**src/design/ffra_pkg.sv**
```systemverilog
`timescale 1ns / 1ps
// Types and constants shared by the first-fit region allocator.
// No dependencies.
package ffra_pkg;

    localparam int RAW_W  = 36;
    localparam int ADDR_W = 32;

    localparam logic [2:0] ERR_NONE  = 3'd0;
    localparam logic [2:0] ERR_SHAPE = 3'd1;
    localparam logic [2:0] ERR_SLOT  = 3'd2;
    localparam logic [2:0] ERR_SPACE = 3'd3;
    localparam logic [2:0] ERR_LIVE  = 3'd4;

    localparam logic ACT_ALLOC   = 1'b0;
    localparam logic ACT_RELEASE = 1'b1;

    typedef enum logic [2:0] {
        ST_IDLE,
        ST_DIV,
        ST_FIT,
        ST_SCAN,
        ST_INS,
        ST_RSCAN,
        ST_REM
    } ffra_state_t;

    typedef enum logic [1:0] {
        OP_HOLD,
        OP_INSERT,
        OP_REMOVE
    } ffra_op_t;

    typedef struct packed {
        logic              valid;
        logic [ADDR_W-1:0] offset;
        logic [ADDR_W-1:0] size;
    } ffra_blk_t;

    typedef struct packed {
        ffra_op_t          op;
        logic [RAW_W-1:0]  req_size;
        logic [ADDR_W-1:0] pool;
    } ffra_cmd_t;

endpackage

```
**src/design/ffra_cell.sv**
```systemverilog
`timescale 1ns / 1ps
// One cell of the address-ordered chain of live blocks.
// Depends on ffra_pkg.
module ffra_cell #(
    parameter int IDX = 0,
    parameter int SW  = 6,
    parameter int CW  = 6
) (
    input  logic                         clk,
    input  logic                         rst_n,
    input  ffra_pkg::ffra_cmd_t          cmd,
    input  logic [SW-1:0]                pos,
    input  logic [CW-1:0]                req_slot,
    input  logic [ffra_pkg::ADDR_W-1:0]  prev_end,
    input  ffra_pkg::ffra_blk_t          left_blk,
    input  logic [SW-1:0]                left_slot,
    input  ffra_pkg::ffra_blk_t          right_blk,
    input  logic [SW-1:0]                right_slot,
    input  ffra_pkg::ffra_blk_t          new_blk,
    input  logic [SW-1:0]                new_slot,
    output ffra_pkg::ffra_blk_t          blk,
    output logic [SW-1:0]                slot,
    output logic [ffra_pkg::ADDR_W-1:0]  end_addr,
    output logic                         fit,
    output logic                         match
);
    import ffra_pkg::*;

    localparam logic [SW-1:0] MY_IDX = SW'(IDX);

    ffra_blk_t         blk_reg;
    ffra_blk_t         blk_next;
    logic [SW-1:0]     slot_reg;
    logic [SW-1:0]     slot_next;
    logic              fit_reg;
    logic              fit_next;
    logic [ADDR_W-1:0] base;

    always_comb
    begin
        base = blk_reg.valid ? blk_reg.offset : cmd.pool;
        if (base >= prev_end)
        begin
            fit_next = RAW_W'(base - prev_end) >= cmd.req_size;
        end
        else
        begin
            fit_next = blk_reg.valid && (cmd.req_size == '0);
        end
    end

    always_comb
    begin
        blk_next  = blk_reg;
        slot_next = slot_reg;
        case (cmd.op)
            OP_INSERT:
            begin
                if (MY_IDX > pos)
                begin
                    blk_next  = left_blk;
                    slot_next = left_slot;
                end
                else if (MY_IDX == pos)
                begin
                    blk_next  = new_blk;
                    slot_next = new_slot;
                end
            end
            OP_REMOVE:
            begin
                if (MY_IDX >= pos)
                begin
                    blk_next  = right_blk;
                    slot_next = right_slot;
                end
            end
            default:
            begin
                blk_next  = blk_reg;
                slot_next = slot_reg;
            end
        endcase
    end

    always_ff @(posedge clk or negedge rst_n)
    begin
        if (!rst_n)
        begin
            blk_reg <= '0;
        end
        else
        begin
            blk_reg <= blk_next;
        end
    end

    always_ff @(posedge clk)
    begin
        slot_reg <= slot_next;
        fit_reg  <= fit_next;
    end

    assign blk      = blk_reg;
    assign slot     = slot_reg;
    assign end_addr = blk_reg.offset + blk_reg.size;
    assign fit      = fit_reg;
    assign match    = blk_reg.valid && (CW'(slot_reg) == req_slot);

endmodule

```
**config.mk**
```make
export PLATFORM = sky130hd
export DESIGN_NAME = ffra_cell
export DESIGN_NICKNAME = d
export VERILOG_FILES = /design/src/design/ffra_pkg.sv /design/src/design/ffra_cell.sv
export SDC_FILE = /design/constraint.sdc
export NUM_CORES = 1
export LEC_CHECK = 0
export BUFFER_PORTS_ARGS = -buffer_cell sky130_fd_sc_hd__buf_2
export CAP_MARGIN = 20
export CORE_AREA = 4 4 168 170
export DETAILED_ROUTE_END_ITERATION = 8
export DIE_AREA = 0 0 172 174
export SLEW_MARGIN = 20
export SYNTH_ARGS = -nofsm -noshare
export SYNTH_HDL_FRONTEND = slang
export SYNTH_SLANG_ARGS = --single-unit
export TNS_END_PERCENT = 5
```
**constraint.sdc**
```tcl
create_clock -name clk -period 13.3 [get_ports clk]
set_clock_uncertainty 0.05 [all_clocks]
set_input_delay 0.665 -clock clk [delete_from_list [all_inputs] [get_ports clk]]
set_output_delay 0.665 -clock clk [all_outputs]
set_load 0.005 [all_outputs]
```
==> results.toml <==
[detailed_routing]
vias = 8641
avgViaCountPerCell = 5.06
drt_iter0_drc = 477
antenna_left = 0
drc = 0
wl_met2_um = 15100
dr_wl_met3_um = 2280
wl_per_cell_um = 18.6
firstDrtPassIters = 4
highest_layer = "met5"
totalWireLength_um = 31800
wl_met1_um = 13700

[sta]
rsz0062_at_grt = "no"
drv_slew = 0
setup_viol = 0
finalWorstSetupSlack_ns = 8.08
fin_crit_sh_pct = 39.2
max_freq_mhz = 192
post-route-min-period_ns = 5.22
setup_tns_ns = 0
finalHoldViolCount = 0
slew_headroom_pct = 32.7
tightest_slew_ns = 1.01

[synthesis]
synth_cell_types = 64
synth.yosys.seq_area_share_pct = 21.8
synthArstFlopShare_pct = 90.3
ys_ff_latch = 72
yosysTopAreaCellShare_pct = 19.4
avgSynthCellArea_um2 = 8.12
synth_cells = 1032
yosys.area.top_type = "dfrtp_1"
synth_area_mm2 = 0.00838
yosysWarnings = 0
synthFlopType = "dfrtp_1"
synth-edff-count = 6
synth_fp_nets = 1462
synth_area_leaders = "dfrtp_1 (19%), ha_1 (15%), mux2i_1 (8.0%), o21ai_0 (5.7%), nand2_1 (5.3%)"

[layout]
drive_above_1_share_pct = 32.3
area_growth_pct = 28.4
layout.nets = 1791
largest_reg_flops = 65

[floorplanning]
die_y_um = 174
start_util_pct = 31.4
die_w_um = 172
core_area_mm2 = 0.0267
ios = 434
row_count = 60
dieArea_mm2 = 0.0299

[clock_network]
cts_hold_buf = 0
cts.sinks = 72
h-tree-depth = 3
cts_buffers = 9
cts_repair_resize_count = 0
clk_latency_ns = 0.34
cts_tree = "built"
cts.path.max_buffers = 2
root_buffer = "clkbuf_16"
clk_pin_slew_worst_paths_ns = 0.07
postCtsSetupBuffers = 0

[worst_setup_path]
ff2ff_path_depth = 18
worstSetupPathType = "flip-flop to flip-flop"
worstSetupStartpointType = "flip-flop"
cp.required_ns = 13.47
worstPathArrival_ns = 5.39
setup.worst_path.end_class = "flip-flop"
crit_fanout = 36

[grt]
grt_max_degree = 132
grt_use_total_pct = 20.2
grt_pass1_wl_um = 47200
antenna_found_initial = 2
grt_overflow = 0
grt_pass1_vias = 8574

[placed_design]
gp_congestion = 0.901
dp_hpwl_um = 26700
io_buffers = 362
place_ws_ns = 8.11

[outcome]
status = "finished, final reports clean"

[worst_hold_path]
hold_path_class = "input pin to asynchronous set/reset pin"

[power_and_ir_drop]
vdd_drop_max_uv = 52.6
p_leak_nw = 5.77
p_per_area_mw_per_mm2 = 108

[run]
maxCapViolCount = 0
## per-layer routing
layer,vias up,track usage [%]
met5,-,0
met4,2,5.44
met3,34,4.00
met2,333,34.4
met1,3922,25.9
li1,4350,-
## per-stage QoR
stage	power, mW	util [%]	instances	hold WS, ns	area [µm²]
after floorplan	0.689	-	1032	0.319	8380
after global placement	0.923	39.2	1691	0.447	10500
after detailed placement	0.934	39.2	1691	0.457	10500
after CTS	1.18	40.2	1707	0.429	10800
after global routing	1.26	40.2	1707	0.468	10800
final	1.16	40.3	1708	0.401	10800
## power breakdown
part | switching [mW] | internal (mW) | leakage, nW
Clock | 0.106 | 0.127 | 0.133
Combinational | 0.339 | 0.282 | 4.71
Sequential | 0.0551 | 0.252 | 0.928
## critical path: stages, from the launching register on
cell	delay [ns]
dfrtp_2	1.00
mux2_2	0.42
ha_1	0.34
nor2b_1	0.15
o21a_1	0.18
o211a_1	0.24
o21a_1	0.21
o21ai_1	0.29
nand2_1	0.13
a211oi_1	0.43
o21a_1	0.29
ha_1	0.27
a21o_1	0.15
a21o_1	0.17
a21oi_1	0.14
o21ai_0	0.11
a21oi_1	0.11
o21ai_0	0.09
mux2_4	0.27
## path summary, 6_finish.rpt
path / start / to / slack, ns
worst max-delay path: blk[64] / fit / 8.08
worst min-delay path: rst_n / blk[23] / 0.40
worst max register to register: blk[64] / fit / 8.08
worst min register to register: blk[14] / blk[14] / 0.47
max in group asynchronous: rst_n / blk[64] / 12.16
min in group clk: blk[14] / blk[14] / 0.47
## logic make-up (layout without fill, tap and decap cells)
| family | after synthesis | count (layout) | synth area share (%) |
|---|---|---|---|
| AOI/OAI and AO/OA | 296 | 296 | 22.9 |
| buffers and inverters | 134 | 468 | 6.11 |
| muxes | 104 | 104 | 13.0 |
| adders and majority gates | 101 | 101 | 15.3 |
| and+or+nand+nor | 264 | 264 | 14.5 |
| xor gates and xnor gates | 61 | 61 | 6.38 |
| other | 0 | 1 | 0 |
| DFF | 72 | 72 | 21.8 |
## cell type report
class | instances | area, µm²
Sequential cell | 72 | 1830
Multi-Input combinational cell | 826 | 6060
Inverter | 87 | 327
Antenna cell | 1 | 2.50
Clock inverter | 6 | 43.8
Clock buffer | 10 | 229
Tap cell | 341 | 427
Fill cell | 2801 | 16000
Timing Repair Buffer | 365 | 1840
## Yosys cell counts (all sizes together) (3+ instances only)
| cell type | number |
|---|---|
| nor3 | 11 |
| nor4 | 13 |
| ha | 99 |
| xnor2 | 38 |
| or3 | 4 |
| nand2 | 118 |
| o21bai | 9 |
| o21ai | 106 |
| mux2 | 37 |
| a211oi | 8 |
| edfxtp | 6 |
| a31oi | 10 |
| nand4 | 26 |
| nand2b | 5 |
| o31ai | 3 |
| o211ai | 4 |
| inv | 87 |
| a41oi | 4 |
| o21a | 9 |
| a21oi | 74 |
| o2111ai | 3 |
| clkbuf | 37 |
| xor2 | 23 |
| nor2b | 9 |
| buf | 10 |
| and2 | 7 |
| a221oi | 3 |
| a21o | 47 |
| mux2i | 67 |
| dfrtp | 65 |
| nor2 | 47 |
| nand3 | 16 |
| or2 | 3 |
## cells in the final DEF, fill, tap and decap left out, types with 26 or more instances in the layout
master and instances:
nand4_1 26, mux2i_1 67, buf_2 361, inv_1 87, xnor2_1 38, nor2_1 47, a21o_1 47, dfrtp_1 64
mux2_2 36, o21ai_0 96, nand2_1 118, ha_1 99, a21oi_1 71
(Power assumes the default switching activity.)
