<file path="config.mk">
export PLATFORM = sky130hd
export DESIGN_NAME = ffra_ram
export DESIGN_NICKNAME = d
export VERILOG_FILES = /design/src/design/ffra_ram.sv
export SDC_FILE = /design/constraint.sdc
export NUM_CORES = 1
export LEC_CHECK = 0
export BUFFER_PORTS_ARGS = -buffer_cell sky130_fd_sc_hd__buf_2
export CAP_MARGIN = 10
export CORE_MARGIN = 3
export CORE_UTILIZATION = 40
export DETAILED_ROUTE_END_ITERATION = 12
export PLACE_DENSITY = 0.58
export SLEW_MARGIN = 20
export SYNTH_ARGS = -nofsm -noshare
export SYNTH_HDL_FRONTEND = slang
export SYNTH_SLANG_ARGS = --single-unit
</file>
<file path="constraint.sdc">
create_clock -name clk -period 1.7 [get_ports clk]
set_input_delay 0.17 -clock clk [delete_from_list [all_inputs] [get_ports clk]]
set_output_delay 0.17 -clock clk [all_outputs]
set_load 0.005 [all_outputs]
</file>
<file path="src/design/ffra_ram.sv">
`timescale 1ns / 1ps
// Generic single-write, single-read RAM with registered read data.
// No dependencies.
module ffra_ram #(
    parameter int WIDTH = 6,
    parameter int DEPTH = 64
) (
    input  logic                                     clk,
    input  logic                                     we,
    input  logic [((DEPTH > 1) ? $clog2(DEPTH) : 1)-1:0] waddr,
    input  logic [WIDTH-1:0]                         wdata,
    input  logic [((DEPTH > 1) ? $clog2(DEPTH) : 1)-1:0] raddr,
    output logic [WIDTH-1:0]                         rdata
);

    logic [WIDTH-1:0] mem_reg [DEPTH];
    logic [WIDTH-1:0] rdata_reg;

    always_ff @(posedge clk)
    begin
        if (we)
        begin
            mem_reg[waddr] <= wdata;
        end
        rdata_reg <= mem_reg[raddr];
    end

    assign rdata = rdata_reg;

endmodule

</file>
==> flow_summary.json, run 1 <==
{
  "seq_area_sq_mm": 0.0117,
  "postCtsSetupRepairBufs": 0,
  "fin_crit_ps": 1680,
  "max_stage_delay_ps": 470,
  "synth-edff-count": 384,
  "clk_pin_slew_ps": 60,
  "drc_errors": 0,
  "p_comb_frac": 0.055,
  "layout-drive-gt1-share": 0.362,
  "crit_type": "reg -> reg",
  "gp_congestion": 0.813,
  "hold_viol_final": 0,
  "synth-async-reset-ratio": 0,
  "switching_share": 0.205,
  "min_path_type": "in -> reg",
  "antenna_found_initial": 1,
  "clk_path_buf_depth": 3,
  "avgRoutedWirePerCell_um": 24.4,
  "start_kind": "register",
  "syn_area_per_cell_sq_um": 21.1,
  "initial_core_util": 0.411,
  "drv_cap": 0,
  "antenna_cells": 0,
  "clock_power_share": 0.421,
  "vdd_ir_drop_max_v": 0.00108,
  "drv_slew": 0,
  "yosysTopAreaCell": "edfxtp_1",
  "first_iter_violations": 677,
  "critical_path_required_ps": 2120,
  "cts_tree": "built",
  "synth_nets": 740,
  "worst_pin_slew_ps": 729,
  "worst_path_max_delay_cell": "mux4_2",
  "grtUsageTotal": 0.171,
  "relSlewSlack": 0.514,
  "cp_max_fo": 1,
  "ys_types": 37,
  "cts_root_buffer": "clkbuf_16",
  "place_area_sq_mm": 0.0168,
  "largest_reg_flops": 384,
  "synthCells": 720,
  "leakage_nw": 5.92,
  "synth_top_area_frac": 0.757,
  "antenna_left": 0,
  "cp-end-kind": "register",
  "p_int_mw": 16.2,
  "synth_area_sq_mm": 0.0152,
  "power.switching_mw": 4.18,
  "max_freq_ghz": 0.594,
  "fill_cells": 2979,
  "finalSetupViolCount": 0,
  "finClkSkew_ps": 14.7,
  "port_buffers": 25,
  "clk_latency_ps": 530,
  "synth_common_cells": "edfxtp_1 (384), mux4_2 (87), nor2_1 (67)",
  "p_per_area_mw_per_mm2": 1120,
  "synth.most_common_cell": "edfxtp_1",
  "status": "completed",
  "ys.flop_type": "edfxtp_1",
  "ys_seq_area_frac": 0.765,
  "finalInstanceArea_sq_mm": 0.0182,
  "setup_tns_ps": 0,
  "nets": 894,
  "yosysWarningCount": 0,
  "utilization": 0.490,
  "p_seq_frac": 0.525,
  "grt_pass1_wl_um": 51900,
  "rsz0062_at_grt": "yes",
  "post-dp-hpwl_um": 22000,
  "rows": 70,
  "vias": 7608,
  "die_w_um": 201,
  "gr-total-overflow": 0,
  "die_area_sq_mm": 0.0404,
  "ioPinCount": 26,
  "synthTopCellsByArea": "edfxtp_1 (76%), mux4_2 (13%), nor2_1 (1.7%)",
  "die_h_um": 201,
  "cp_top_family": "compound AO/OA/AOI/OAI gates",
  "routed_wl_um": 34400,
  "drt_first_pass_iters": 5,
  "synth_seq_cells": 390,
  "core-area_sq_mm": 0.0370,
  "h-tree-depth": 2,
  "period_share": 0.990,
  "numCtsBuffers": 41,
  "finalPower_mw": 20.4,
  "arrival_ps": 2100,
  "grt_max_degree": 65,
  "path_cells": "mux4_2 > nor2b_4 > a211oi_2 > a21oi_2 > a32o_1",
  "grt_pass1_vias": 8033,
  "area_delta_synth_final_pct": 19.3,
  "path_buf_inv": 0,
  "clkSinkCount": 390,
  "via_per_inst": 5.40,
  "multi_input_area_sq_mm": 0.00342
}
cells in the final DEF, fill, tap and decap left out, types with 11 or more instances in the layout:
| master | count |
|---|---|
| nor2_1 | 67 |
| clkbuf_16 | 43 |
| buf_4 | 124 |
| o22ai_1 | 12 |
| edfxtp_1 | 384 |
| mux2i_1 | 15 |
| buf_2 | 18 |
| nand3_1 | 11 |
| mux4_2 | 90 |
timing repair:
action                     CTS  global route
hold buffers                 0             0
setup endpoints to repair    5             6
pin swaps                    2             5
resized for setup            6            21
per-layer routing:
layer | routed length (um) | track usage | share of wire
met1 | 14900 | 0.242 | 0.43
met2 | 16600 | 0.273 | 0.48
met3 | 1980 | 0.0341 | 0.057
met4 | 926 | 0.0517 | 0.027
met5 | 13 | 0 | 0.00038
cells by family after synthesis:
group                  after synthesis  synth area share
AND/OR/NAND/NOR                    120            0.0367
buffers and inverters               39            0.0165
flip-flops                         390             0.765
AO/OA/AOI/OAI                       54            0.0260
multiplexers                       117             0.156
power by group through the flow:
stage               Clock (mW)  Combinational (mW)  Sequential, mW
detailed placement           0                1.09            10.9
floorplan                    0               0.578            10.9
global route              9.16                1.19            10.7
finish                    8.57                1.11            10.7
global placement             0                1.06            10.9
CTS                       8.75                1.10            10.7
per-stage QoR:
stage,cells,hold WS [ps],worst slack (ps)
after floorplan,720,269,3.37
after global placement,1335,613,-337
after detailed placement,1335,598,-340
after CTS,1409,59.7,5.10
after global routing,1409,75.9,-26.7
final,1409,90.9,16.8
path summary, 6_finish.rpt:
path	start	endpoint	slack [ps]	cells past startpoint
setup / recovery	mem_reg[45][2]	rdata[2]	20	5
hold / removal	raddr[5]	rdata[1]	90	2
setup reg to reg	mem_reg[45][2]	rdata[2]	20	5
hold reg to reg	mem_reg[36][2]	rdata[2]	880	4
cell type report:
class                      count  share of cell area
sequential                   390               0.641
multi-input combinational    291               0.188
timing repair buffer         150              0.0645
clock buffer                  52              0.0611
tap                          504              0.0347
clock inverter                22              0.0101
Power figures use the tool's default switching activity.
==> run 2, diff against run 1 <==
--- a/config.mk
+++ b/config.mk
@@ -10,6 +10,7 @@
 export CORE_MARGIN = 3
 export CORE_UTILIZATION = 40
 export DETAILED_ROUTE_END_ITERATION = 12
+export MAX_ROUTING_LAYER = met4
 export PLACE_DENSITY = 0.58
 export SLEW_MARGIN = 20
 export SYNTH_ARGS = -nofsm -noshare
==> run 2 against run 1 <==
Net effect:
- sequential power is essentially flat
- non-clock buffer count is the same
- global-route usage grew 0.54 points
- register-to-register slack is essentially flat
- routed wire length shrank 0.14%
- largest cell class unchanged
==> flow_summary.json, run 2 (synthesized netlist as in run 1, its figures left out) <==
{
  "hold_buffers": 0,
  "cts_root_buffer": "clkbuf_16",
  "area_delta_synth_final_pct": 19.4,
  "hold_ws_ps": 79.0,
  "leakage_nw": 5.92,
  "post-dp-hpwl_um": 22000,
  "drv_slew": 0,
  "hold_viol_final": 0,
  "grt_pass1_vias": 8008,
  "die_area_sq_mm": 0.0404,
  "path_buf_inv": 0,
  "place_area_sq_mm": 0.0168,
  "gp_congestion": 0.825,
  "arrival_ps": 2100,
  "h-tree-depth": 2,
  "min_path_type": "in -> reg",
  "cts_tree": "built",
  "p_int_mw": 16.2,
  "rsz0062_at_grt": "yes",
  "p_seq_frac": 0.524,
  "routed_wl_um": 34400,
  "rows": 70,
  "cp_max_fo": 1,
  "layout_setup_ws_ps": 12.3,
  "grtUsageTotal": 0.177,
  "numCtsBuffers": 41,
  "largest_reg_flops": 384,
  "die_w_um": 201,
  "final_cells": 1410,
  "grt_max_degree": 65,
  "place_ws_ps": -340,
  "status": "completed",
  "finClkSkew_ps": 15.6,
  "clkSinkCount": 390,
  "via_per_inst": 5.37,
  "crit_type": "reg -> reg",
  "finalInstanceArea_sq_mm": 0.0182,
  "p_comb_frac": 0.055,
  "initial_core_util": 0.411,
  "clk_path_buf_depth": 3,
  "finalPower_mw": 20.4,
  "final_cell_mix": "edfxtp_1 (384), buf_4 (124), mux4_2 (90)",
  "fin_crit_ps": 1690,
  "p_per_area_mw_per_mm2": 1120,
  "drt_first_pass_iters": 5,
  "start_kind": "register",
  "worst_pin_slew_ps": 738,
  "core-area_sq_mm": 0.0370,
  "max_stage_delay_ps": 460,
  "drv_cap": 0,
  "die_h_um": 201,
  "avgRoutedWirePerCell_um": 24.4,
  "final_common_cell": "edfxtp_1",
  "path_cells": "mux4_2 > nor2b_4 > a211oi_2 > a21oi_2 > a32o_1",
  "relSlewSlack": 0.508,
  "clk_latency_ps": 530,
  "finalSetupViolCount": 0,
  "antenna_left": 0,
  "max_freq_ghz": 0.593,
  "worst_path_max_delay_cell": "mux4_2",
  "cp-end-kind": "register",
  "vdd_ir_drop_max_v": 0.00108,
  "switching_share": 0.205,
  "antenna_found_initial": 1,
  "ioPinCount": 26,
  "period_share": 0.993,
  "critical_path_required_ps": 2110,
  "layout-drive-gt1-share": 0.362,
  "port_buffers": 25,
  "clock_power_share": 0.421,
  "clk_pin_slew_ps": 60,
  "power.switching_mw": 4.18,
  "first_iter_violations": 651,
  "cp_top_family": "compound AO/OA/AOI/OAI gates",
  "gr-total-overflow": 0,
  "drc_errors": 0,
  "grt_pass1_wl_um": 52000,
  "vias": 7574,
  "nets": 894,
  "dp.cells": 1335
}
run 2: path summary, 6_finish.rpt:
check                 startpoint  endpoint  slack, ps  cells after the start
setup / recovery  mem_reg[40][5]  rdata[5]         10                      5
hold / removal          raddr[5]  rdata[1]         80                      2
setup reg to reg  mem_reg[40][5]  rdata[5]         10                      5
hold reg to reg   mem_reg[36][2]  rdata[2]        880                      4
run 2: timing repair:
item / 4_1_cts / 5_1_grt
setup endpoints to repair: 5 / 6
buffers inserted: 0 / 0
resized for setup: 6 / 21
pin swaps: 2 / 5
cloned: 0 / 0
run 2: routing by layer:
| metal | part of all wire | vias up | GRT usage |
|---|---|---|---|
| li1 | - | 3322 | - |
| met4 | 0.027 | 0 | 0.0517 |
| met3 | 0.061 | 59 | 0.0335 |
| met5 | 0 | - | - |
| met1 | 0.43 | 3981 | 0.242 |
| met2 | 0.48 | 212 | 0.273 |
run 2: layout make-up:
class / count / area, sq um
Clock buffer: 52 / 1110
Clock inverter: 22 / 183
Antenna cell: 1 / 2.50
Timing Repair Buffer: 150 / 1170
Multi-Input combinational cell: 291 / 3420
Fill cell: 2978 / 18900
Tap cell: 504 / 631
Sequential cell: 390 / 11700
run 2: metrics by stage:
stage | TNS [ps] | utilization
finish | 0 | 0.491
global route | -40.7 | 0.491
CTS | 0 | 0.488
detailed placement | -1830 | 0.453
global placement | -1770 | 0.453
floorplan | 0 | -
run 2: power by group through the flow:
| stage | Clock (mW) | Sequential, mW | Combinational, mW |
|---|---|---|---|
| after floorplan | 0 | 10.9 | 0.578 |
| after global placement | 0 | 10.9 | 1.06 |
| after detailed placement | 0 | 10.9 | 1.09 |
| after CTS | 8.75 | 10.7 | 1.10 |
| after global routing | 9.16 | 10.7 | 1.19 |
| final | 8.58 | 10.7 | 1.11 |
==> run 3, diff against run 2 <==
--- a/config.mk
+++ b/config.mk
@@ -5,6 +5,7 @@
 export SDC_FILE = /design/constraint.sdc
 export NUM_CORES = 1
 export LEC_CHECK = 0
+export ABC_AREA = 1
 export BUFFER_PORTS_ARGS = -buffer_cell sky130_fd_sc_hd__buf_2
 export CAP_MARGIN = 10
 export CORE_MARGIN = 3
==> run 3 against run 2 <==
Net effect:
- sequential power is essentially flat
- area after synthesis grew 4.6%
- via count grew 41%
==> flow_summary.json, run 3 <==
{
  "vias": 10700,
  "h-tree-depth": 2,
  "worst_path_max_delay_cell": "edfxtp_1",
  "min_path_type": "in -> reg",
  "syn_area_per_cell_sq_um": 11.6,
  "nets": 1493,
  "synth_top_area_frac": 0.724,
  "utilization": 0.477,
  "period_share": 0.822,
  "yosysTopAreaCell": "edfxtp_1",
  "p_per_area_mw_per_mm2": 1100,
  "antenna_found_initial": 1,
  "path_cells": "nand2_1 > nand3_1 > nand3_1 > nand2_1 > nand2_1 > nand3_1 > nand3_1 > nand2_1",
  "final_common_cell": "nand2_1",
  "p_seq_frac": 0.522,
  "drc_errors": 0,
  "power.switching_mw": 4.49,
  "ys_seq_area_frac": 0.731,
  "relSlewSlack": 0.428,
  "synth-edff-count": 384,
  "clk_pin_slew_ps": 60,
  "fill_cells": 3511,
  "cp-end-kind": "register",
  "port_buffers": 25,
  "leakage_nw": 6.84,
  "grtUsageTotal": 0.202,
  "max_freq_ghz": 0.716,
  "clk_latency_ps": 530,
  "worst_pin_slew_ps": 857,
  "clk_path_buf_depth": 3,
  "grt_max_degree": 67,
  "synth_common_cells": "nand2_1 (486), edfxtp_1 (384), nand3_1 (331)",
  "cp_max_fo": 1,
  "crit_type": "reg -> reg",
  "numCtsBuffers": 40,
  "ioPinCount": 26,
  "via_per_inst": 5.30,
  "drv_slew": 0,
  "area_delta_synth_final_pct": 16.7,
  "clkSinkCount": 390,
  "cts_tree": "built",
  "drv_cap": 0,
  "ys.flop_type": "edfxtp_1",
  "layout_setup_ws_ps": 303,
  "rsz0062_at_grt": "no",
  "switching_share": 0.220,
  "p_comb_frac": 0.065,
  "fin_crit_ps": 1400,
  "post-dp-hpwl_um": 24300,
  "grt_pass1_wl_um": 63300,
  "initial_core_util": 0.408,
  "synth_area_sq_mm": 0.0159,
  "largest_reg_flops": 384,
  "synth-async-reset-ratio": 0,
  "core-area_sq_mm": 0.0390,
  "avgRoutedWirePerCell_um": 20.4,
  "clock_power_share": 0.413,
  "rows": 72,
  "synth_nets": 1396,
  "status": "completed",
  "first_iter_violations": 781,
  "multi_input_area_sq_mm": 0.00380,
  "vdd_ir_drop_max_v": 0.000785,
  "grt_pass1_vias": 10700,
  "ys_types": 14,
  "layout-drive-gt1-share": 0.129,
  "arrival_ps": 1800,
  "place_ws_ps": -37.3,
  "hold_viol_final": 0,
  "p_int_mw": 16.0,
  "gp_congestion": 0.840,
  "finalSetupViolCount": 0,
  "synthCells": 1376,
  "seq_area_sq_mm": 0.0117,
  "antenna_left": 0,
  "drt_first_pass_iters": 5,
  "critical_path_required_ps": 2100,
  "finClkSkew_ps": 13.4,
  "synth_seq_cells": 390,
  "routed_wl_um": 41300,
  "final_cell_mix": "nand2_1 (486), edfxtp_1 (384), nand3_1 (331)",
  "start_kind": "register",
  "cts_root_buffer": "clkbuf_16",
  "synth.most_common_cell": "nand2_1",
  "die_w_um": 206,
  "max_stage_delay_ps": 360,
  "die_area_sq_mm": 0.0423,
  "path_buf_inv": 0,
  "cp_top_family": "simple AND/OR/NAND/NOR gates",
  "gr-total-overflow": 0,
  "die_h_um": 206,
  "yosysWarningCount": 0,
  "synthTopCellsByArea": "edfxtp_1 (72%), nand2_1 (11%), nand3_1 (10%)"
}
[run 3: logic make-up (layout without fill, tap and decap cells)]
group,Yosys count,in the layout,synth area share
and+or+nand+nor,890,890,0.238
DFF,390,390,0.731
other,0,1,0
buffers and inverters,96,220,0.0302
[run 3: per-stage QoR]
step / instances / power, mW / hold slack [ps] / area, sq um / setup TNS (ps)
after floorplan: 1376 / 11.6 / 269 / 15900 / -1880
after global placement: 1948 / 12.2 / 529 / 17300 / -7.73
after detailed placement: 1948 / 12.2 / 538 / 17300 / -37.3
after CTS: 2018 / 20.6 / 86.9 / 18600 / 0
after global routing: 2019 / 21.1 / 97.3 / 18600 / 0
final: 2019 / 20.4 / 89.0 / 18600 / 0
[run 3: layout make-up]
class,count,area share
Tap cell,518,0.0349
Clock buffer,55,0.0585
Sequential cell,390,0.627
Inverter,12,0.00269
Antenna cell,1,0.000135
Multi-Input combinational cell,890,0.204
Clock inverter,14,0.00821
Timing Repair Buffer,139,0.0648
[run 3: worst paths after layout]
check / from / endpoint / slack [ps] / cells after the start
worst min-delay path: wdata[0] / mem_reg[32][0] / 90 / 1
worst max register to register: mem_reg[7][2] / rdata[2] / 300 / 8
worst max-delay path: mem_reg[7][2] / rdata[2] / 300 / 8
worst min register to register: mem_reg[48][3] / rdata[3] / 810 / 8
[run 3: power by group through the flow]
stage | clock [mW] | sequential, mW | combinational, mW
floorplan | 0 | 10.9 | 0.707
global placement | 0 | 10.9 | 1.32
detailed placement | 0 | 10.9 | 1.33
CTS | 8.62 | 10.7 | 1.33
global route | 8.96 | 10.7 | 1.46
finish | 8.44 | 10.7 | 1.33
[run 3: layer usage]
metal  global-route usage  part of all wire
met5                    -                 0
met3               0.0294             0.058
met4               0.0598             0.026
met2                0.319              0.48
met1                0.273              0.44
[run 3: worst register-to-register path: cells and delay by family (launching register included)]
kind	cells	cell delay (ps)
DFF	1	360
and+or+nand+nor	8	910
[run 3: what timing repair did]
action,in CTS,in global routing
resized for setup,0,0
endpoints found under the hold margin,4,0
buffers inserted,0,0
hold buffers,1,0
