## config.mk

```make
export PLATFORM = sky130hd
export DESIGN_NAME = ffra_ceil
export DESIGN_NICKNAME = d
export VERILOG_FILES = /design/src/design/ffra_pkg.sv /design/src/design/ffra_ceil.sv
export SDC_FILE = /design/constraint.sdc
export NUM_CORES = 1
export LEC_CHECK = 0
export BUFFER_PORTS_ARGS = -buffer_cell sky130_fd_sc_hd__buf_2
export CORE_MARGIN = 5
export CORE_UTILIZATION = 43
export DETAILED_ROUTE_END_ITERATION = 6
export GPL_ROUTABILITY_DRIVEN = 1
export PLACE_DENSITY_LB_ADDON = 0.25
export SETUP_SLACK_MARGIN = 0.1
export SYNTH_ARGS = -nofsm -noshare
export SYNTH_HDL_FRONTEND = slang
export SYNTH_SLANG_ARGS = --single-unit
```

## constraint.sdc

```tcl
create_clock -name clk -period 0.85 [get_ports clk]
set_input_delay 0 -clock clk [delete_from_list [all_inputs] [get_ports clk]]
set_output_delay 0 -clock clk [all_outputs]
set_load 0.01 [all_outputs]
```

## src/design/ffra_pkg.sv

```systemverilog
`timescale 1ns / 1ps
// Types and constants shared by the first-fit region allocator.
// No dependencies.
package ffra_pkg;

    localparam int RAW_W  = 36;
    localparam int ADDR_W = 32;

    localparam logic [2:0] ERR_NONE  = 3'd0;
    localparam logic [2:0] ERR_SHAPE = 3'd1;
    localparam logic [2:0] ERR_SLOT  = 3'd2;
    localparam logic [2:0] ERR_SPACE = 3'd3;
    localparam logic [2:0] ERR_LIVE  = 3'd4;

    localparam logic ACT_ALLOC   = 1'b0;
    localparam logic ACT_RELEASE = 1'b1;

    typedef enum logic [2:0] {
        ST_IDLE,
        ST_DIV,
        ST_FIT,
        ST_SCAN,
        ST_INS,
        ST_RSCAN,
        ST_REM
    } ffra_state_t;

    typedef enum logic [1:0] {
        OP_HOLD,
        OP_INSERT,
        OP_REMOVE
    } ffra_op_t;

    typedef struct packed {
        logic              valid;
        logic [ADDR_W-1:0] offset;
        logic [ADDR_W-1:0] size;
    } ffra_blk_t;

    typedef struct packed {
        ffra_op_t          op;
        logic [RAW_W-1:0]  req_size;
        logic [ADDR_W-1:0] pool;
    } ffra_cmd_t;

endpackage

```

## src/design/ffra_ceil.sv

```systemverilog
`timescale 1ns / 1ps
// Round-up of a byte count to a multiple of the alignment by add and mask.
// ALIGN_BYTES must be a power of two; the block does not check it. Depends on ffra_pkg.
module ffra_ceil #(
    parameter int ALIGN_BYTES = 512
) (
    input  logic                      clk,
    input  logic                      rst_n,
    input  logic                      start,
    input  logic [ffra_pkg::RAW_W-1:0] raw,
    output logic                      done,
    output logic [ffra_pkg::RAW_W-1:0] size
);
    import ffra_pkg::*;

    localparam logic [RAW_W-1:0] ALIGN_MASK = RAW_W'(ALIGN_BYTES - 1);

    logic [RAW_W-1:0] size_reg;
    logic [RAW_W-1:0] size_next;
    logic             done_reg;

    assign size_next = (raw + ALIGN_MASK) & ~ALIGN_MASK;

    always_ff @(posedge clk or negedge rst_n)
    begin
        if (!rst_n)
        begin
            done_reg <= 1'b0;
        end
        else
        begin
            done_reg <= start;
        end
    end

    always_ff @(posedge clk)
    begin
        if (start)
        begin
            size_reg <= size_next;
        end
    end

    assign done = done_reg;
    assign size = size_reg;

endmodule

```

==> metrics.log, run 1 <==
INFO  metric finalNetCount = 264
INFO  metric rsz0062_at_grt = true
INFO  metric final_util = just under 70%
INFO  metric pwr-share-seq = between 50% and 60%
INFO  metric synth.distinct_cells = 31
INFO  metric initial_core_util = between 40% and 50%
INFO  metric sw_frac_of_total = 25.0%
INFO  metric proportion_of_layout_cells_with_a_drive_suffix_above_1 = about three fifths
INFO  metric drc_errors = 0
INFO  metric worst_ep_required_time = slightly below 900 ps
INFO  metric timing_max_transition_violations_final = 0
INFO  metric internal_power = ~2.3 mW
INFO  metric critPathMaxFanout = 6
INFO  metric port_buffers = between 60 and 70
INFO  metric avgRoutedWirePerCell = 14.4 um
INFO  metric power_density = ~1300 nW/um^2
INFO  metric layout.filler_cells = approximately 270
INFO  metric placeableCoreArea = roughly 3600 sq um
INFO  metric cts_root_buf = clkbuf_8
INFO  metric grt_use_total = between 15 and 20%
INFO  metric total_power = 3.10 mW
INFO  metric weighted_congestion_reported_at_the_end_of_routability_driven_placement = roughly 0.83
INFO  metric ys.flop_type = edfxtp_1
INFO  metric synth_seq_cells = 28
INFO  metric largest_reg_flops = 27
INFO  metric violations_in_the_final_reports = negative setup slack
INFO  metric area_delta_synth_final = 54.2%
INFO  metric combPwrFrac = between 20% and 30%
INFO  metric drt_pre_antenna_iters = 5
INFO  metric grt_start_max_net_pins = 29
INFO  metric worstHoldPathType = input port to async pin
INFO  metric dieArea = about 5000 sq um
INFO  metric synth_cells = ~120
INFO  metric detailedPlacementHpwl = between 2000 and 3000 um
INFO  metric via_count = roughly 1,300
INFO  metric dp_cells = 263
INFO  metric drv.max_cap_violation_count = 0
INFO  metric power.ir.vdd_worst = around 0.57 mV
INFO  metric leakage = 1.05 nW
INFO  metric wp_data_arrival = approximately 1000 ps
INFO  metric cts.reportedPaths.clkPinSlew = 90 ps
INFO  metric antenna_violating_nets_post_route = 0
INFO  metric grt_pass1_wl = 6250 um
INFO  metric clkSinkCount = 28
INFO  metric critPathKind = input port to flip-flop
INFO  metric synth-edff-count = 27
INFO  metric first_iter_violations = 65
INFO  metric routed_wl = 3920 um
INFO  metric boundaryPins = 76
INFO  metric die_width = 70.6 um
INFO  metric core.rowCount = 22
INFO  metric cts_tree = yes
INFO  metric max_freq = between 0.9 and 1 GHz
INFO  metric period_needed = between 1000 and 1500 ps
INFO  metric finalHoldWorstSlack = ~24 ps
INFO  metric detail_route.vias_per_cell = 4.94
INFO  metric run_status = finished with violations
INFO  metric grt_overflow = 0
INFO  metric synth_sequential_area_ratio = between 50% and 60%
INFO  metric fp.dieH = about 71 um
INFO  metric report.final.setup_viol = 25
INFO  metric ys_async_sr_fraction = 3.57%
INFO  metric post-route-period-util = 118%
INFO  metric antenna_violations_before_repair = 0
INFO  metric finalNonFillerCells = 272
INFO  metric antennaDiodeCount = 0
INFO  metric pre_cts_slack = -485 ps
INFO  metric yosys_warnings = 0
INFO  metric hold_viol_final = 0
INFO  metric number_of_global_route_vias_before_repair = between 1,000 and 1,500
INFO  metric crit_path_end_kind = flip-flop
INFO  metric synthesis.area_per_instance = between 10 and 15 sq um
INFO  metric syn-cell-area = about 1600 sq um
INFO  metric setup_ws = -155 ps
INFO  metric cts_inserted_buffers = 3
INFO  metric cts_max_path_buffers = 2
INFO  metric power_frac_clock = a little under a quarter
INFO  metric h-tree-depth = 1
INFO  metric critical_path.startpoint_type = input port
INFO  metric switchingPower = 0.775 mW
worst max-delay path: stages:
cell	delay, ps
buf_6	90
nor4_4	330
a31oi_4	160
buf_12	170
buf_12	130
nand3b_1	90
xnor2_1	60
stage by stage:
stage / instance area [sq um] / TNS [ps]
global route: 2430 / -3850
finish: 2430 / -2630
global placement: 2190 / -9350
CTS: 2420 / -3210
detailed placement: 2190 / -10240
floorplan: 1630 / -5210
path summary, 6_finish.rpt:
kind | cells past startpoint | slack [ps] | endpoint | startpoint
worst max-delay path | 7 | -150 | size[20] | raw[1]
worst min-delay path | 2 | 20 | done | rst_n
max in group asynchronous | 2 | 750 | done | rst_n
min in group clk | 2 | 30 | size[35] | raw[35]
kinds of logic after synthesis:
logic type / synth area share, %
xor gates and xnor gates: 15.0
other: 0.238
and+or+nand+nor: 25.3
DFF: 53.0
buffers and inverters: 5.71
AOI/OAI and AO/OA: 0.793
area by class of cell:
type	instances	area [sq um]	share of cell area, %
timing repair buffer	101	673	27.7
sequential	28	836	34.4
inverter	1	3.75	0.154
tap	48	60.1	2.47
clock buffer	4	45.0	1.85
multi-input combinational	90	815	33.5
Yosys cell counts, types with 3 or more instances:
cell type | count | area share [%]
nand3_1 | 6 | 1.9
nand4_1 | 8 | 3.2
xor2_1 | 10 | 5.6
nor4_2 | 3 | 2.4
and2_1 | 3 | 1.2
and3_1 | 4 | 1.6
nand2_1 | 7 | 1.7
nor3_1 | 4 | 1.3
xnor2_1 | 17 | 9.4
buf_4 | 10 | 4.8
edfxtp_1 | 27 | 51
metal layers:
metal	up-vias	GRT usage (%)	share of wire, %
met5	-	0	0
met3	9	2.84	8.5
met4	0	6.89	2.4
met2	68	26.4	51
met1	629	19.5	38
li1	639	-	-
repair_timing:
action                     CTS  global route
hold endpoints to repair     1             0
cloned                       1             0
resized for setup           21             7
setup buffers                4             0
setup endpoints to repair   55            55
pin swaps                   20            13
hold buffers                 1             0
cells in the final DEF, fill, tap and decap left out, types with 5 or more instances in the layout:
master	instances
buf_2	61
buf_4	31
conb_1	9
edfxtp_1	27
nand3_2	5
nand4_1	8
xnor2_1	14
xor2_1	10
power by group through the flow:
stage                     logic, mW  clock network (mW)  registers (mW)
after floorplan               0.173                   0            1.76
after global placement        0.592                   0            1.69
after detailed placement      0.604                   0            1.70
after CTS                     0.691               0.737            1.67
after global routing          0.743               0.794            1.68
final                         0.691               0.740            1.66
No activity file was read; power rests on OpenSTA's default activity.
==> inputs of run 2 (changes only) <==
BUFFER_PORTS_ARGS = default   (was -buffer_cell sky130_fd_sc_hd__buf_2)
DONT_BUFFER_PORTS = 1   (was default)
==> run 2 against run 1 <==
Effect of this change: the flow finishes with violations (negative hold slack, negative setup slack); cell count down 22%; sequential power up 5%; hold slack lost 280 ps; die area did not move; count of clock-buffer cells in the layout shrank 1; core utilization shrank 6.2 points.
==> metrics.log, run 2 (synthesized netlist as in run 1, its figures left out) <==
INFO  metric run_status = finished with violations
INFO  metric violations_in_the_final_reports = negative hold slack, negative setup slack
INFO  metric initial_core_util = around 44%
INFO  metric crit_path_end_kind = flip-flop
INFO  metric grt_start_max_net_pins = 29
INFO  metric h-tree-depth = 1
INFO  metric critPathKind = input port to flip-flop
INFO  metric first_iter_violations = 85
INFO  metric detailedPlacementHpwl = 2470 um
INFO  metric worst_hold_path.endpoint = done
INFO  metric drt_pre_antenna_iters = 5
INFO  metric fp.dieH = roughly 70 um
INFO  metric cts.reportedPaths.clkPinSlew = 100 ps
INFO  metric cts_tree = yes
INFO  metric gr-max-usage-layer = met2
INFO  metric power.ir.vdd_worst = around 0.67 mV
INFO  metric leakage = 0.783 nW
INFO  metric detail_route.vias_per_cell = about 5.2
INFO  metric total_power = around 3.2 mW
INFO  metric mostFrequentLayoutCell = dlygate4sd3_1
INFO  metric timing_max_transition_violations_final = 0
INFO  metric antenna_violations_before_repair = 0
INFO  metric timing.setup.tns = -352 ps
INFO  metric rsz0062_at_grt = true
INFO  metric antennaDiodeCount = 0
INFO  metric worstHoldStart = start
INFO  metric period_needed = 893 ps
INFO  metric grt_pass1_wl = about 6000 um
INFO  metric cts_max_path_buffers = 2
INFO  metric placeableCoreArea = between 3000 and 4000 sq um
INFO  metric setup_ws = -43.3 ps
INFO  metric number_of_global_route_vias_before_repair = approximately 1,200
INFO  metric antenna_violating_nets_post_route = 0
INFO  metric core.rowCount = 22
INFO  metric layout.cells.most_common_list = dlygate4sd3_1, edfxtp_1, xnor2_1
INFO  metric area_delta_synth_final = 40.0%
INFO  metric via_count = approximately 1,100
INFO  metric post_dp_cell_area = around 1700 sq um
INFO  metric worstHoldPathType = input port to flip-flop
INFO  metric avgRoutedWirePerCell = ~18 um
INFO  metric proportion_of_layout_cells_with_a_drive_suffix_above_1 = around 30%
INFO  metric drc_errors = 0
INFO  metric weighted_congestion_reported_at_the_end_of_routability_driven_placement = 0.707
INFO  metric cts_root_buf = clkbuf_8
INFO  metric cts_inserted_buffers = 3
INFO  metric worst_hold_path.num_cells = 0
INFO  metric power_density = between 1000 and 1500 nW/um^2
INFO  metric met3_use_gr = under 10%
INFO  metric post-route-period-util = 105%
INFO  metric critPathMaxFanout = 8
INFO  metric grt_overflow = 0
INFO  metric grt_use_total = 15.3%
INFO  metric clkSinkCount = 28
INFO  metric wp_data_arrival = slightly above 900 ps
INFO  metric report.final.setup_viol = 17
INFO  metric design_area = between 2000 and 2500 sq um
INFO  metric grtUsageMet2 = 25.7%
INFO  metric routed_wl = 3900 um
INFO  metric die_width = roughly 71 um
INFO  metric worst_ep_required_time = 880 ps
INFO  metric port_buffers = 0
INFO  metric largest_reg_flops = 27
INFO  metric boundaryPins = 76
INFO  metric finalHoldWorstSlack = -251 ps
INFO  metric met1_usage = 19.2%
INFO  metric cts_hold_buffers = 29
INFO  metric max_freq = 1.12 GHz
INFO  metric finalNetCount = roughly 210
INFO  metric hold_viol_final = 28
INFO  metric critical_path.startpoint_type = input port
INFO  metric drv.max_cap_violation_count = 0
INFO  metric dieArea = 4980 sq um
-- run 2: changes by cell type in the layout (fill, tap and decap cells not counted), moves of 2 or more --
| cell | delta |
|---|---|
| dlygate4sd3_1 | +28 |
| buf_4 | -22 |
| nand2_1 | +2 |
| buf_2 | -61 |
| nand2_4 | -2 |
| buf_12 | -3 |
| nand3_2 | -4 |
| nand3_4 | +3 |
-- run 2: how the worst max path moves through the flow --
stage | start | end | slack, ps
finish | raw[0] | size[32] | -40
detailed placement | raw[8] | size[19] | -530
global route | raw[0] | size[32] | -100
floorplan | raw[4] | size[13] | -240
CTS | raw[4] | size[31] | -30
global placement | raw[8] | size[16] | -430
-- run 2: repair_timing --
item                                    CTS  global route
endpoints found under the hold margin    56            28
setup buffers                             1             2
pin swaps                                14            11
endpoints found under the setup margin   27            30
resized for setup                        13            10
gates cloned                              0             0
-- run 2: report_power, final --
group	switching (mW)	leakage, nW	internal [mW]	total, mW
combinational	0.155	0.472	0.211	0.366
clock	0.422	0.0357	0.631	1.05
sequential	0.101	0.276	1.65	1.75
total	0.679	0.783	2.49	3.17
-- run 2: area by class of cell --
| type | instances | area [sq um] |
|---|---|---|
| clock inverter | 1 | 30.0 |
| clock buffer | 3 | 41.3 |
| timing repair buffer | 42 | 412 |
| inverter | 1 | 3.75 |
| fill | 275 | 1400 |
| multi-input combinational | 90 | 827 |
| sequential | 28 | 836 |
| tap | 48 | 60.1 |
-- run 2: through the flow --
step,worst slack [ps],util (%),instances
after detailed placement,-527,46.6,177
after CTS,-32.7,59.0,211
after global routing,-100,61.3,213
final,-43.3,61.3,213
after global placement,-426,46.6,177
after floorplan,-235,-,130
-- run 2: metal layers --
metal,routed length [um],up-vias
met5,0,-
met4,71,0
met3,294,6
met2,2000,58
met1,1530,527
li1,-,518
-- run 2: worst max-delay path, stage by stage --
cell	delay [ps]
nor4_4	320
a31oi_4	230
buf_12	190
nand4_1	90
xnor2_1	80
==> inputs of run 3 (changes only) <==
MAX_ROUTING_LAYER = met4   (was default)
clock period = 1.1 ns   (was 0.85 ns; I/O delays follow)
==> run 3 against run 2 <==
Effect of this change: the run now ends clean; sequential power down 23%; die area unchanged; final area down 8.8%; cell count down 2.8%; count of clock-buffer cells in the layout up 1.
==> metrics.log, run 3 (synthesized netlist as in run 1, its figures left out) <==
INFO  metric run_status = complete, no violations
INFO  metric report.final.setup_viol = 0
INFO  metric h-tree-depth = 1
INFO  metric critical_path.startpoint_type = input port
INFO  metric fp.dieH = slightly above 70 um
INFO  metric worst_hold_path.num_cells = 2
INFO  metric cts.reportedPaths.clkPinSlew = about 90 ps
INFO  metric number_of_global_route_vias_before_repair = between 1,000 and 1,500
INFO  metric rsz0062_at_grt = false
INFO  metric critPathMaxFanout = 9
INFO  metric layout.filler_cells = between 300 and 400
INFO  metric timing.setup.tns = 0 ps
INFO  metric clkSinkCount = 28
INFO  metric total_power = 2.18 mW
INFO  metric period_needed = approximately 920 ps
INFO  metric power_density = around 1100 nW/um^2
INFO  metric max_freq = around 1.1 GHz
INFO  metric initial_core_util = approximately 44%
INFO  metric drt_pre_antenna_iters = 4
INFO  metric mostFrequentLayoutCell = dlygate4sd3_1
INFO  metric worst_ep_required_time = 1120 ps
INFO  metric dieArea = about 5000 sq um
INFO  metric post-route-period-util = 83.5%
INFO  metric boundaryPins = 76
INFO  metric wp_data_arrival = 940 ps
INFO  metric avgRoutedWirePerCell = around 17 um
INFO  metric drc_errors = 0
INFO  metric routed_wl = about 3600 um
INFO  metric proportion_of_layout_cells_with_a_drive_suffix_above_1 = 17.6%
INFO  metric layout.cells.most_common_list = dlygate4sd3_1, edfxtp_1, xnor2_1, xor2_1, conb_1
INFO  metric drv.max_cap_violation_count = 0
INFO  metric cts_tree = yes
INFO  metric crit_path_end_kind = flip-flop
INFO  metric power.ir.vdd_worst = 0.450 mV
INFO  metric weighted_congestion_reported_at_the_end_of_routability_driven_placement = between 0.6 and 0.7
INFO  metric antenna_violations_before_repair = 0
INFO  metric cts_max_path_buffers = 2
INFO  metric antenna_violating_nets_post_route = 0
INFO  metric leakage = 0.716 nW
INFO  metric grt_start_max_net_pins = 29
INFO  metric post_dp_cell_area = roughly 1600 sq um
INFO  metric grt_overflow = 0
INFO  metric timing_max_transition_violations_final = 0
INFO  metric grt_use_total = between 15 and 20%
INFO  metric area_delta_synth_final = 27.7%
INFO  metric hold_viol_final = 0
INFO  metric port_buffers = 0
INFO  metric placeableCoreArea = 3610 sq um
INFO  metric largest_reg_flops = 27
INFO  metric detailedPlacementHpwl = ~2500 um
INFO  metric design_area = approximately 2000 sq um
INFO  metric die_width = a little over 70 um
INFO  metric antennaDiodeCount = 0
INFO  metric finalNetCount = around 200
INFO  metric critPathKind = input port to flip-flop
INFO  metric via_count = ~1,100
INFO  metric cts_root_buf = clkbuf_8
INFO  metric grt_pass1_wl = around 5700 um
INFO  metric detail_route.vias_per_cell = 5.20
INFO  metric worstHoldPathType = input port to flip-flop
INFO  metric first_iter_violations = around 120
INFO  metric cts_inserted_buffers = 3
INFO  metric core.rowCount = 22
==> run 3: what timing repair did <==
item                                    in CTS  in global routing
resized for setup                            0                  1
hold buffers                                31                  0
buffers inserted                             0                  0
endpoints found under the hold margin       56                  0
endpoints found under the setup margin       0                  4
==> run 3: critical path, stage by stage <==
cell	delay (ps)
nor4_4	290
a31oi_2	230
buf_4	230
nand3_1	100
xnor2_1	90
==> run 3: cell type report <==
type	count	area, sq um	share of cell area (%)
Clock buffer	4	45.0	2.24
Inverter	1	3.75	0.186
Multi-Input combinational cell	90	712	35.3
Sequential cell	28	836	41.5
Tap cell	48	60.1	2.98
Timing Repair Buffer	36	358	17.8
==> run 3: metal layers <==
layer	track usage (%)	part of all wire (%)
met1	17.4	39
met2	25.6	52
met3	3.41	7.1
met4	6.26	1.5
met5	-	0
==> run 3: path summary, 6_finish.rpt <==
| check | from | end | slack [ps] |
|---|---|---|---|
| worst max-delay path | raw[4] | size[18] | 180 |
| worst min-delay path | raw[23] | size[24] | 5 |
| max in group asynchronous | rst_n | done | 530 |
| min in group asynchronous | rst_n | done | 460 |
==> run 3: stage by stage <==
| step | worst slack, ps | util [%] | hold slack [ps] | std cells |
|---|---|---|---|---|
| floorplan | 14.9 | - | -296 | 130 |
| global placement | -102 | 45.6 | -296 | 172 |
| detailed placement | -154 | 45.6 | -296 | 172 |
| CTS | 149 | 55.7 | 1.36 | 207 |
| global route | 122 | 55.9 | 19.1 | 207 |
| finish | 182 | 55.9 | 4.76 | 207 |
==> run 3: where the power goes <==
| group | internal, mW | switching (mW) |
|---|---|---|
| Sequential | 1.27 | 0.0795 |
| Combinational | 0.143 | 0.118 |
| Clock | 0.260 | 0.306 |
| Total | 1.67 | 0.504 |
